[src/fplcg_pkg.sv]
// Shared types and constants for the full-period LCG index path.
// Used by fplcg_div and full_period_lcg_index_path; no dependencies.
package fplcg_pkg;

    localparam int SIZE_W  = 24;               // path size, index, increment
    localparam int SEED_W  = 31;               // start seed
    localparam int MULT_W  = 25;               // multiplier
    localparam int DIV_W   = 32;               // serial divider dividend width
    localparam int CFG_W   = 31;               // widest config register
    localparam int CNT_W   = $clog2(SIZE_W);   // mulmod bit counter
    localparam int INC_DIV = 3;                // increment search starts at S/3

    localparam logic CFG_PATH_SIZE  = 1'b0;
    localparam logic CFG_START_SEED = 1'b1;

    typedef struct packed {
        logic              start;
        logic [DIV_W-1:0]  dividend;
        logic [SIZE_W-1:0] divisor;
    } t_div_req;

    typedef struct packed {
        logic              done;
        logic [DIV_W-1:0]  quo;
        logic [SIZE_W-1:0] rem;
    } t_div_rsp;

    typedef enum logic [3:0] {
        ST_IDLE,
        ST_RAD_CHK,
        ST_RAD_DIV,
        ST_RAD_TAIL,
        ST_RAD_FIN,
        ST_INC_DIV3,
        ST_INC_CHK,
        ST_PRI_CHK,
        ST_PRI_DIV,
        ST_SEED,
        ST_EMIT,
        ST_MUL_M,
        ST_MUL_K,
        ST_MUL_DBL,
        ST_MUL_ADD,
        ST_FIN
    } t_state;

endpackage

[src/fplcg_div.sv]
// Bit-serial restoring divider: one quotient bit per cycle.
// Depends on fplcg_pkg.
module fplcg_div (
    input  logic                i_clk,
    input  logic                i_rst_n,
    input  fplcg_pkg::t_div_req i_req,
    output fplcg_pkg::t_div_rsp o_rsp
);
    import fplcg_pkg::*;

    localparam int DC_W = $clog2(DIV_W);

    logic              r_busy;
    logic              r_done;
    logic [DC_W-1:0]   r_cnt;
    logic [SIZE_W-1:0] r_rem;
    logic [DIV_W-1:0]  r_quo;
    logic [SIZE_W-1:0] r_dsr;

    logic [SIZE_W:0] rem_sh;
    logic [SIZE_W:0] diff;
    logic            ge;

    always_comb begin
        rem_sh = {r_rem, r_quo[DIV_W-1]};
        diff   = rem_sh - {1'b0, r_dsr};
        ge     = rem_sh >= {1'b0, r_dsr};
    end

    always_ff @(posedge i_clk) begin
        if (!i_rst_n) begin
            r_busy <= 1'b0;
            r_done <= 1'b0;
            r_cnt  <= '0;
        end else begin
            r_done <= 1'b0;
            if (i_req.start) begin
                r_busy <= 1'b1;
                r_cnt  <= '0;
            end else if (r_busy) begin
                r_cnt <= r_cnt + 1'b1;
                if (r_cnt == DC_W'(DIV_W - 1)) begin
                    r_busy <= 1'b0;
                    r_done <= 1'b1;
                end
            end
        end
    end

    always_ff @(posedge i_clk) begin
        if (i_req.start) begin
            r_rem <= '0;
            r_quo <= i_req.dividend;
            r_dsr <= i_req.divisor;
        end else if (r_busy) begin
            r_rem <= ge ? diff[SIZE_W-1:0] : rem_sh[SIZE_W-1:0];
            r_quo <= {r_quo[DIV_W-2:0], ge};
        end
    end

    assign o_rsp = '{done: r_done, quo: r_quo, rem: r_rem};

endmodule

[src/full_period_lcg_index_path.sv]
// Full-period LCG index path: one index per input transaction.
// Plain step: the accepted request moves to ST_EMIT, which registers the index once the
// result register is free; the next accept follows two serial reductions of multiplier and
// increment on the shared bit-serial divider, a double-and-add mulmod and one final add.
// Restart first factors S and searches the increment, by trial division on that divider.
// Reset is synchronous, active low: size 1, seed 0, generator uninitialized.
module full_period_lcg_index_path #(
    parameter int MAX_SIZE = 10000000
) (
    input  logic                           i_clk,
    input  logic                           i_rst_n,
    // configuration write port
    input  logic                           i_cfg_we,
    input  logic                           i_cfg_index,
    input  logic [fplcg_pkg::CFG_W-1:0]    i_cfg_data,
    // request channel
    input  logic                           i_in_valid,
    output logic                           o_in_stall,
    input  logic                           i_restart,
    // result channel
    output logic                           o_out_valid,
    input  logic                           i_out_stall,
    output logic [fplcg_pkg::SIZE_W-1:0]   o_index
);
    import fplcg_pkg::*;

    // trial divisor width: enough for sqrt(MAX_SIZE) + 1
    localparam int PW = ($clog2(MAX_SIZE + 1) + 1) / 2 + 1;

    // config registers
    logic [SIZE_W-1:0] r_path_size;
    logic [SEED_W-1:0] r_seed;

    // control and generator state
    t_state            r_state, n_state;
    logic              r_init, n_init;
    logic              r_out_valid, n_out_valid;
    logic [MULT_W-1:0] r_mult, n_mult;
    logic [SIZE_W-1:0] r_inc, n_inc;
    logic [SIZE_W-1:0] r_cur, n_cur;

    // working registers
    logic [SIZE_W-1:0] r_size, n_size;   // effective size latched per transaction
    logic [SIZE_W-1:0] r_n, n_n;         // remaining cofactor while factoring
    logic [MULT_W-1:0] r_prod, n_prod;   // radical under construction
    logic [PW-1:0]     r_p, n_p;         // trial divisor
    logic              r_hit, n_hit;     // current p already taken into product
    logic [SIZE_W-1:0] r_c, n_c;         // increment candidate
    logic [SIZE_W-1:0] r_m, n_m;         // multiplier mod S
    logic [SIZE_W-1:0] r_k, n_k;         // increment mod S
    logic [SIZE_W-1:0] r_acc, n_acc;     // mulmod accumulator
    logic [SIZE_W-1:0] r_sh, n_sh;       // value bits, MSB first
    logic [CNT_W-1:0]  r_cnt, n_cnt;
    logic [SIZE_W-1:0] r_index, n_index;

    t_div_req div_req;
    t_div_rsp div_rsp;

    logic [SIZE_W-1:0]    eff_size;
    logic [2*PW-1:0]      pp;
    logic [SIZE_W:0]      dbl, add, fin;
    logic [SIZE_W-1:0]    dbl_red, add_red, fin_red;
    logic [MULT_W-1:0]    rad_a;

    fplcg_div u_div (
        .i_clk   (i_clk),
        .i_rst_n (i_rst_n),
        .i_req   (div_req),
        .o_rsp   (div_rsp)
    );

    // config writes
    always_ff @(posedge i_clk) begin
        if (!i_rst_n) begin
            r_path_size <= SIZE_W'(1);
            r_seed      <= '0;
        end else if (i_cfg_we) begin
            unique case (i_cfg_index)
                CFG_PATH_SIZE:  r_path_size <= i_cfg_data[SIZE_W-1:0];
                CFG_START_SEED: r_seed      <= i_cfg_data[SEED_W-1:0];
                default:        r_seed      <= r_seed;
            endcase
        end
    end

    // datapath helpers
    always_comb begin
        // zero acts as one, oversize saturates
        if (r_path_size == '0) begin
            eff_size = SIZE_W'(1);
        end else if (32'(r_path_size) > 32'(MAX_SIZE)) begin
            eff_size = SIZE_W'(MAX_SIZE);
        end else begin
            eff_size = r_path_size;
        end

        pp = r_p * r_p;

        // each sum stays below 2S, so one conditional subtract reduces it
        dbl     = {r_acc, 1'b0};
        dbl_red = (dbl >= {1'b0, r_size}) ? SIZE_W'(dbl - {1'b0, r_size}) : SIZE_W'(dbl);
        add     = {1'b0, r_acc} + {1'b0, r_m};
        add_red = (add >= {1'b0, r_size}) ? SIZE_W'(add - {1'b0, r_size}) : SIZE_W'(add);
        fin     = {1'b0, r_acc} + {1'b0, r_k};
        fin_red = (fin >= {1'b0, r_size}) ? SIZE_W'(fin - {1'b0, r_size}) : SIZE_W'(fin);

        // radical doubled when S is a multiple of four
        rad_a = (r_size[1:0] == 2'b00) ? {r_prod[MULT_W-2:0], 1'b0} : r_prod;
    end

    // sequencer
    always_comb begin
        n_state     = r_state;
        n_init      = r_init;
        n_out_valid = r_out_valid;
        n_mult      = r_mult;
        n_inc       = r_inc;
        n_cur       = r_cur;
        n_size      = r_size;
        n_n         = r_n;
        n_prod      = r_prod;
        n_p         = r_p;
        n_hit       = r_hit;
        n_c         = r_c;
        n_m         = r_m;
        n_k         = r_k;
        n_acc       = r_acc;
        n_sh        = r_sh;
        n_cnt       = r_cnt;
        n_index     = r_index;
        div_req     = '{start: 1'b0, dividend: '0, divisor: r_size};
        o_in_stall  = (r_state != ST_IDLE);

        if (r_out_valid && !i_out_stall) begin
            n_out_valid = 1'b0;
        end

        unique case (r_state)
            ST_IDLE: begin
                if (i_in_valid) begin
                    n_size = eff_size;
                    if (i_restart || !r_init) begin
                        n_n     = eff_size;
                        n_prod  = MULT_W'(1);
                        n_p     = PW'(2);
                        n_hit   = 1'b0;
                        n_state = ST_RAD_CHK;
                    end else begin
                        n_state = ST_EMIT;
                    end
                end
            end
            ST_RAD_CHK: begin
                if (32'(pp) > 32'(r_n)) begin
                    n_state = ST_RAD_TAIL;
                end else begin
                    div_req = '{start: 1'b1, dividend: DIV_W'(r_n), divisor: SIZE_W'(r_p)};
                    n_state = ST_RAD_DIV;
                end
            end
            ST_RAD_DIV: begin
                if (div_rsp.done) begin
                    if (div_rsp.rem == '0) begin
                        // divide p out completely, count it once
                        if (!r_hit) begin
                            n_prod = MULT_W'(r_prod * r_p);
                        end
                        n_hit   = 1'b1;
                        n_n     = div_rsp.quo[SIZE_W-1:0];
                        div_req = '{start: 1'b1, dividend: div_rsp.quo,
                                    divisor: SIZE_W'(r_p)};
                    end else begin
                        n_hit   = 1'b0;
                        n_p     = r_p + 1'b1;
                        n_state = ST_RAD_CHK;
                    end
                end
            end
            ST_RAD_TAIL: begin
                // leftover cofactor above one is a prime factor
                if (r_n > SIZE_W'(1)) begin
                    n_prod = MULT_W'(r_prod * r_n);
                end
                n_state = ST_RAD_FIN;
            end
            ST_RAD_FIN: begin
                n_mult  = rad_a + 1'b1;
                div_req = '{start: 1'b1, dividend: DIV_W'(r_size),
                            divisor: SIZE_W'(INC_DIV)};
                n_state = ST_INC_DIV3;
            end
            ST_INC_DIV3: begin
                if (div_rsp.done) begin
                    n_c     = div_rsp.quo[SIZE_W-1:0];
                    n_state = ST_INC_CHK;
                end
            end
            ST_INC_CHK: begin
                if (r_c > SIZE_W'(2)) begin
                    n_p     = PW'(2);
                    n_state = ST_PRI_CHK;
                end else begin
                    n_inc   = (r_c < SIZE_W'(2)) ? SIZE_W'(2) : r_c;
                    div_req = '{start: 1'b1, dividend: DIV_W'(r_seed), divisor: r_size};
                    n_state = ST_SEED;
                end
            end
            ST_PRI_CHK: begin
                if (32'(pp) > 32'(r_c)) begin
                    // no divisor found: candidate is prime
                    n_inc   = r_c;
                    div_req = '{start: 1'b1, dividend: DIV_W'(r_seed), divisor: r_size};
                    n_state = ST_SEED;
                end else begin
                    div_req = '{start: 1'b1, dividend: DIV_W'(r_c), divisor: SIZE_W'(r_p)};
                    n_state = ST_PRI_DIV;
                end
            end
            ST_PRI_DIV: begin
                if (div_rsp.done) begin
                    if (div_rsp.rem == '0) begin
                        n_c     = r_c - 1'b1;
                        n_state = ST_INC_CHK;
                    end else begin
                        n_p     = r_p + 1'b1;
                        n_state = ST_PRI_CHK;
                    end
                end
            end
            ST_SEED: begin
                if (div_rsp.done) begin
                    n_cur   = div_rsp.rem;
                    n_init  = 1'b1;
                    n_state = ST_EMIT;
                end
            end
            ST_EMIT: begin
                // result goes out before the generator advances
                if (!r_out_valid || !i_out_stall) begin
                    n_out_valid = 1'b1;
                    n_index     = r_cur;
                    div_req     = '{start: 1'b1, dividend: DIV_W'(r_mult), divisor: r_size};
                    n_state     = ST_MUL_M;
                end
            end
            ST_MUL_M: begin
                if (div_rsp.done) begin
                    n_m     = div_rsp.rem;
                    div_req = '{start: 1'b1, dividend: DIV_W'(r_inc), divisor: r_size};
                    n_state = ST_MUL_K;
                end
            end
            ST_MUL_K: begin
                if (div_rsp.done) begin
                    n_k     = div_rsp.rem;
                    n_acc   = '0;
                    n_sh    = r_cur;
                    n_cnt   = CNT_W'(SIZE_W - 1);
                    n_state = ST_MUL_DBL;
                end
            end
            ST_MUL_DBL: begin
                n_acc   = dbl_red;
                n_state = ST_MUL_ADD;
            end
            ST_MUL_ADD: begin
                if (r_sh[SIZE_W-1]) begin
                    n_acc = add_red;
                end
                n_sh = {r_sh[SIZE_W-2:0], 1'b0};
                if (r_cnt == '0) begin
                    n_state = ST_FIN;
                end else begin
                    n_cnt   = r_cnt - 1'b1;
                    n_state = ST_MUL_DBL;
                end
            end
            ST_FIN: begin
                n_cur   = fin_red;
                n_state = ST_IDLE;
            end
            default: begin
                n_state = ST_IDLE;
            end
        endcase
    end

    always_ff @(posedge i_clk) begin
        if (!i_rst_n) begin
            r_state     <= ST_IDLE;
            r_init      <= 1'b0;
            r_out_valid <= 1'b0;
            r_mult      <= MULT_W'(1);
            r_inc       <= '0;
            r_cur       <= '0;
        end else begin
            r_state     <= n_state;
            r_init      <= n_init;
            r_out_valid <= n_out_valid;
            r_mult      <= n_mult;
            r_inc       <= n_inc;
            r_cur       <= n_cur;
        end
    end

    always_ff @(posedge i_clk) begin
        r_size  <= n_size;
        r_n     <= n_n;
        r_prod  <= n_prod;
        r_p     <= n_p;
        r_hit   <= n_hit;
        r_c     <= n_c;
        r_m     <= n_m;
        r_k     <= n_k;
        r_acc   <= n_acc;
        r_sh    <= n_sh;
        r_cnt   <= n_cnt;
        r_index <= n_index;
    end

    assign o_out_valid = r_out_valid;
    assign o_index     = r_index;

    // advanced value is always reduced below the latched size
    a_cur_reduced: assert property (@(posedge i_clk) disable iff (!i_rst_n)
        (r_state == ST_FIN) |=> (r_cur < r_size))
        else $error("advanced index not below path size");

    // mulmod accumulator stays reduced throughout the loop
    a_acc_reduced: assert property (@(posedge i_clk) disable iff (!i_rst_n)
        (r_state == ST_MUL_DBL || r_state == ST_MUL_ADD) |-> (r_acc < r_size))
        else $error("mulmod accumulator out of range");

    // once initialized the generator never falls back
    a_init_sticky: assert property (@(posedge i_clk) disable iff (!i_rst_n)
        r_init |=> r_init)
        else $error("initialized flag dropped");

endmodule

[config.mk]
export PLATFORM = sky130hd
export DESIGN_NAME = full_period_lcg_index_path
export DESIGN_NICKNAME = d
export VERILOG_FILES = /design/src/fplcg_pkg.sv /design/src/fplcg_div.sv /design/src/full_period_lcg_index_path.sv
export SDC_FILE = /design/constraint.sdc
export NUM_CORES = 2
export LEC_CHECK = 0
export ABC_AREA = 1
export BUFFER_PORTS_ARGS = -buffer_cell sky130_fd_sc_hd__buf_4
export CORE_MARGIN = 2
export CORE_UTILIZATION = 45
export CTS_BUF_LIST = sky130_fd_sc_hd__clkbuf_16
export CTS_CLUSTER_DIAMETER = 50
export CTS_CLUSTER_SIZE = 14
export DETAILED_ROUTE_END_ITERATION = 7
export GPL_TIMING_DRIVEN = 1
export SKIP_CTS_REPAIR_TIMING = 1
export SLEW_MARGIN = 20
export SYNTH_ARGS = -nofsm -noshare
export SYNTH_HDL_FRONTEND = slang
export SYNTH_HIERARCHICAL = 1
export SYNTH_SLANG_ARGS = --single-unit
export TNS_END_PERCENT = 1
[constraint.sdc]
create_clock -name i_clk -period 12 [get_ports i_clk]
set_input_delay 0.6 -clock i_clk [delete_from_list [all_inputs] [get_ports i_clk]]
set_output_delay 0.6 -clock i_clk [all_outputs]
set_load 0.005 [all_outputs]
After elaboration in Yosys (flattened, before gate mapping)
Cells that the tools add are included.
{"block": "op_classes", "add_sub_neg": 11, "mul": 3, "div": 0, "magnitude_cmp": 10, "eq_ne": 38, "shifts": 0, "muxes": 81, "bitwise": 3, "n_reduce_logical": 43}
{"op": "24-bit 2-to-1 mux", "n": 20}
{"op": "57-bit case mux with 7 select lines", "n": 1}
{"op": "57-bit 2-to-1 mux", "n": 6}
{"op": "24-bit case mux with 2 select lines", "n": 5}
{"op": "25-bit 2-to-1 mux", "n": 7}
{"op": "25-bit by 24-bit >= comparator with 1-bit output", "n": 4}
{"op": "24-bit subtractor", "n": 4}
{"op": "25-bit case mux with 3 select lines", "n": 1}
{"op": "24-bit case mux with 3 select lines", "n": 1}
{"op": "13-bit 2-to-1 mux", "n": 5}
{"op": "32-bit 2-to-1 mux", "n": 2}
{"op": "4-bit case mux with 16 select lines", "n": 1}
{"op": "55-bit 2-to-1 mux", "n": 1}
{"op": "26-bit by 24-bit greater-than comparator with 1-bit output", "n": 2}
{"op": "24-bit by 24-bit adder with 25-bit output", "n": 2}
{"op": "24-bit logical NOT", "n": 2}
{"op": "4-bit 2-to-1 mux", "n": 11}
{"op": "13-bit case mux with 3 select lines", "n": 1}
{"op": "4-bit == test, second input constant", "n": 8}
{"op": "2-bit != test, second input constant", "n": 14}
{"op": "13-bit by 13-bit multiplier with 26-bit output", "n": 1}
{"op": "25-bit by 1-bit adder with 25-bit output, second input constant", "n": 1}
{"op": "25-bit by 13-bit multiplier with 25-bit output", "n": 1}
{"op": "25-bit by 24-bit multiplier with 25-bit output", "n": 1}
{"op": "other kinds (38)", "n": 87}
{"block": "totals", "regBits": 457, "latch_bits": 0, "ram_bits": 0, "rom_bits": 0, "in_bits": 38, "out_inout_bits": 26, "elab_cells": 215, "n_memories": 0}

Longest topological paths before layout
{"block": "depth", "word_depth": 6, "depth_mapped": 43, "ltp_nobuf": 40}

Modules after synthesis
Netlist, hierarchy kept.
{"module": "full_period_lcg_index_path", "n_inst": 1, "cells_each": 6230, "area_each_um2": 47147.7, "seq_area_each_um2": 9769.4}
{"module": "fplcg_div", "n_inst": 1, "cells_each": 755, "area_each_um2": 5388.9, "seq_area_each_um2": 2302.2}

Worst setup path before layout
No wires, ideal clock.
{"block": "synth_path", "kind": "register to register", "start": "register r_p[7]", "end": "register u_div.r_quo[0] (enable)", "setup_ns": 0.409, "arrival_ns": 8.365, "required_time_ns": 11.591, "slack_ns": 3.225, "path_stages_with_launch": 38, "path_buffers": 4, "synth_period_minus_slack_ns": 8.775, "cell_sequence": "edfxtp_1 > clkbuf_1 > buf_1 > nand2_1 > fa_1 > inv_1 > fa_1 > fa_1 > fa_1 > inv_1 > fa_1 > inv_1 > ha_1 > nand2_1 > inv_1 > nand3_1 > inv_1 > nand2_1 > [... 2 more ...] > o21bai_1 > nand2_1 > a31oi_1 > xor2_1 > ha_1 > nand2_1 > nor2_1 > a211oi_1 > nand2_1 > nand2_1 > nand2_1 > nand2_1 > nand3_1 > nand3_1 > clkbuf_1 > nor2_1 > inv_1 > clkbuf_1"}
{"element": "start, declared", "line": "full_period_lcg_index_path.sv:46", "rtl": "logic [PW-1:0] r_p, n_p;"}
{"element": "start signal, assigned", "line": "full_period_lcg_index_path.sv:310", "rtl": "r_p <= n_p;"}
{"element": "end signal, assigned", "line": "fplcg_div.sv:53", "rtl": "r_quo <= i_req.dividend;"}
{"element": "end signal, assigned", "line": "fplcg_div.sv:57", "rtl": "r_quo <= {r_quo[DIV_W-2:0], ge};"}
{"element": "end, declared", "line": "fplcg_div.sv:17", "rtl": "logic [DIV_W-1:0] r_quo;"}

==> qor.csv <==
metric,value,unit
grt_pass1_vias,45600,
synth_area,52540,µm²
std_cell_rows,125,
crit_family,adder cells,
drv_slew,0,
synth_edf_count,292,
clk_pin_slew,0.06,ns
crit_start,r_p[3]$_SDFFCE_PP0P_,
cts_sinks,457,
synth_cells,6985,
grt_pass1_wl,269.7,mm
synth.ff_latch_count,457,
crit_cells,32,
hpwl,134.3,mm
die_h,345.7,µm
wl_per_cell,20.52,µm
cpPeakStageDelay,0.67,ns
synth.largest_area_cell,fa_1,
ctsLongestPathBuffers,3,
n_antenna_cell,0,
grt_max_degree,82,
tightest_slew,1.016,ns
nets,7877,
final_common_cell,nand2_1,
grt_overflow,0,
clkLatencyLatePin,0.65,ns
via_count,46190,
synth_cell_types,70,
dr.pass1.iters,6,
synth_area_leaders,"fa_1 (20%), edfxtp_1 (17%), nand2_1 (13%)",
rsz0062_at_grt,no,
status,completed,
fin_crit,8.792,ns
async_flop_share,0,%
syn-num-nets,7934,
setup_violations,0,
max_cap_violations,0,
holdPathStages,3,
rr_startpoint,r_p[3]$_SDFFCE_PP0P_,
drive_gt1_share,5.012,%
crit_top_cell,nand2_1,
dpl_cell_area,54420,µm²
critical_path_arrival,9.12,ns
synth_flop_cell,edfxtp_1,
yosysSeqAreaShare,22.98,%
cp_num_buf_inv,6,
cp_max_fo,39,
required,12.33,ns
skew,0.04064,ns
tritoncts,yes,
setup.worst_path.end_class,register,
syn_area_per_cell,7.521,µm²
cp-start-kind,register,
ant_nets,0,
reg2regPathDepth,32,
start_util,45.27,%
clockRootBuffer,clkbuf_16,
yosysWarnings,6,
period_share,73.27,%
die_area,119500,µm²
final_cell_mix,"nand2_1 (1806), inv_1 (1422), fa_1 (516)",
gp_congestion,0.9871,
routed_wl,174.5,mm
cts-buffers-inserted,69,
hold_viol_final,0,
core_area,116000,µm²
drc_errors,0,
htreeDepth,3,
design_area,56750,µm²
grtUsageTotal,29.19,%
relSlewSlack,31.81,%
die_w,345.7,µm
io_buffer_count,63,
synth_top_area_share,19.66,%
max_freq,0.1137,GHz
slowest_stage,nand3_2,
drtIter0Drc,4456,
io_pins,64,
tns,0,ns
viasPerCell,5.430,
holdCritStartpoint,i_cfg_data[0],
area_growth,8.019,%
path_class,register to register,
hp-class,input pin to register,
antenna_found_initial,4,
fillers,11610,
==> cell usage after synthesis, types with 8 or more instances <==
| master | instances |
|---|---|
| buf_6 | 13 |
| o211ai_1 | 20 |
| a31oi_1 | 25 |
| buf_1 | 43 |
| dfxtp_1 | 165 |
| clkbuf_1 | 185 |
| nand3b_1 | 20 |
| inv_2 | 9 |
| nand3_1 | 237 |
| buf_2 | 22 |
| o21ai_0 | 367 |
| xor2_1 | 147 |
| clkinv_1 | 8 |
| o21ai_1 | 41 |
| edfxtp_1 | 292 |
| nor4_1 | 25 |
| inv_1 | 1416 |
| or2_2 | 16 |
| a22o_1 | 10 |
| nor2_1 | 408 |
| ha_1 | 395 |
| nor3_1 | 52 |
| a21oi_1 | 397 |
| a21o_1 | 19 |
| nand2_1 | 1806 |
| o22ai_1 | 8 |
| nor2_2 | 11 |
| o2111ai_1 | 26 |
| o221ai_1 | 10 |
| nand4_1 | 43 |
| fa_1 | 516 |
| nand2_2 | 14 |
| o21bai_1 | 20 |
| a221oi_1 | 15 |
| a211oi_1 | 12 |
| xnor2_1 | 90 |
==> area by class of cell <==
cell class | instances | area [µm²] | share of cell area, %
Inverter | 1433 | 5379 | 9.478
Clock buffer | 72 | 1802 | 3.175
Tap cell | 1524 | 1907 | 3.360
Sequential cell | 457 | 12070 | 21.27
Clock inverter | 54 | 525.5 | 0.9260
Timing Repair Buffer | 143 | 1074 | 1.892
Multi-Input combinational cell | 4824 | 33990 | 59.90
==> per-stage QoR <==
stage          setup WS, ns  hold slack (ns)  std cells  utilization [%]
2_1_floorplan         3.226           0.4249       6985                -
3_3_place_gp          3.333           0.4466       8381            46.90
3_5_place_dp          3.301           0.4549       8381            46.90
4_1_cts               3.298           0.1756       8507            48.90
5_1_grt               2.728           0.1905       8507            48.90
6_report              3.208           0.1981       8507            48.90
==> cells by family (layout without fill, tap and decap cells) <==
family	after synthesis	count (layout)	share of synthesized area [%]
AOI/OAI and AO/OA	1004	1004	10.63
xor gates and xnor gates	237	237	3.951
adders and majority gates	911	911	29.07
buffers and inverters	1704	1702	12.46
DFF	457	457	22.98
muxes	6	6	0.1143
other	1	1	0.007138
and+or+nand+nor	2665	2665	20.79
==> worst paths after layout <==
check                                                   end  slack, ns
worst max-delay path              u_div/r_quo[30]$_DFFE_PP_       3.21
worst min-delay path            r_path_size[0]$_SDFFE_PN1P_       0.20
worst max register to register    u_div/r_quo[30]$_DFFE_PP_       3.21
worst min register to register  u_div/r_cnt[4]$_SDFFE_PP0P_       0.47
==> tightest hold or removal path: cells and delay by family <==
| family | cells | cell delay [ns] |
|---|---|---|
| buffers and inverters | 1 | 0.09 |
| AOI/OAI and AO/OA | 1 | 0.06 |
| and+or+nand+nor | 1 | 0.05 |
==> sequential cells by signal, indices dropped and copies added (netlist names), 4 cells and up <==
signal and flops:
o_index 24, r_k 24, r_p 13, u_div/r_dsr 24
r_sh 24, u_div/r_quo 32, r_inc 24, r_cnt 5
r_mult 25, u_div/r_rem 24, r_size 24, r_seed 31
r_acc 24, r_c 24, r_prod 25, r_path_size 24
r_state 4, r_m 24, u_div/r_cnt 5, r_cur 24
r_n 24
==> per-layer routing <==
layer | vias to the layer above | track usage [%] | routed length, µm
met4 | 4 | 10.69 | 7472
met5 | - | 0 | 29
met2 | 1853 | 48.36 | 81020
met1 | 22290 | 38.64 | 71460
li1 | 21720 | - | -
met3 | 330 | 4.497 | 14540
Power is not shown: default switching activity piles up to over one toggle a cycle in this logic, so the estimate is an artifact.
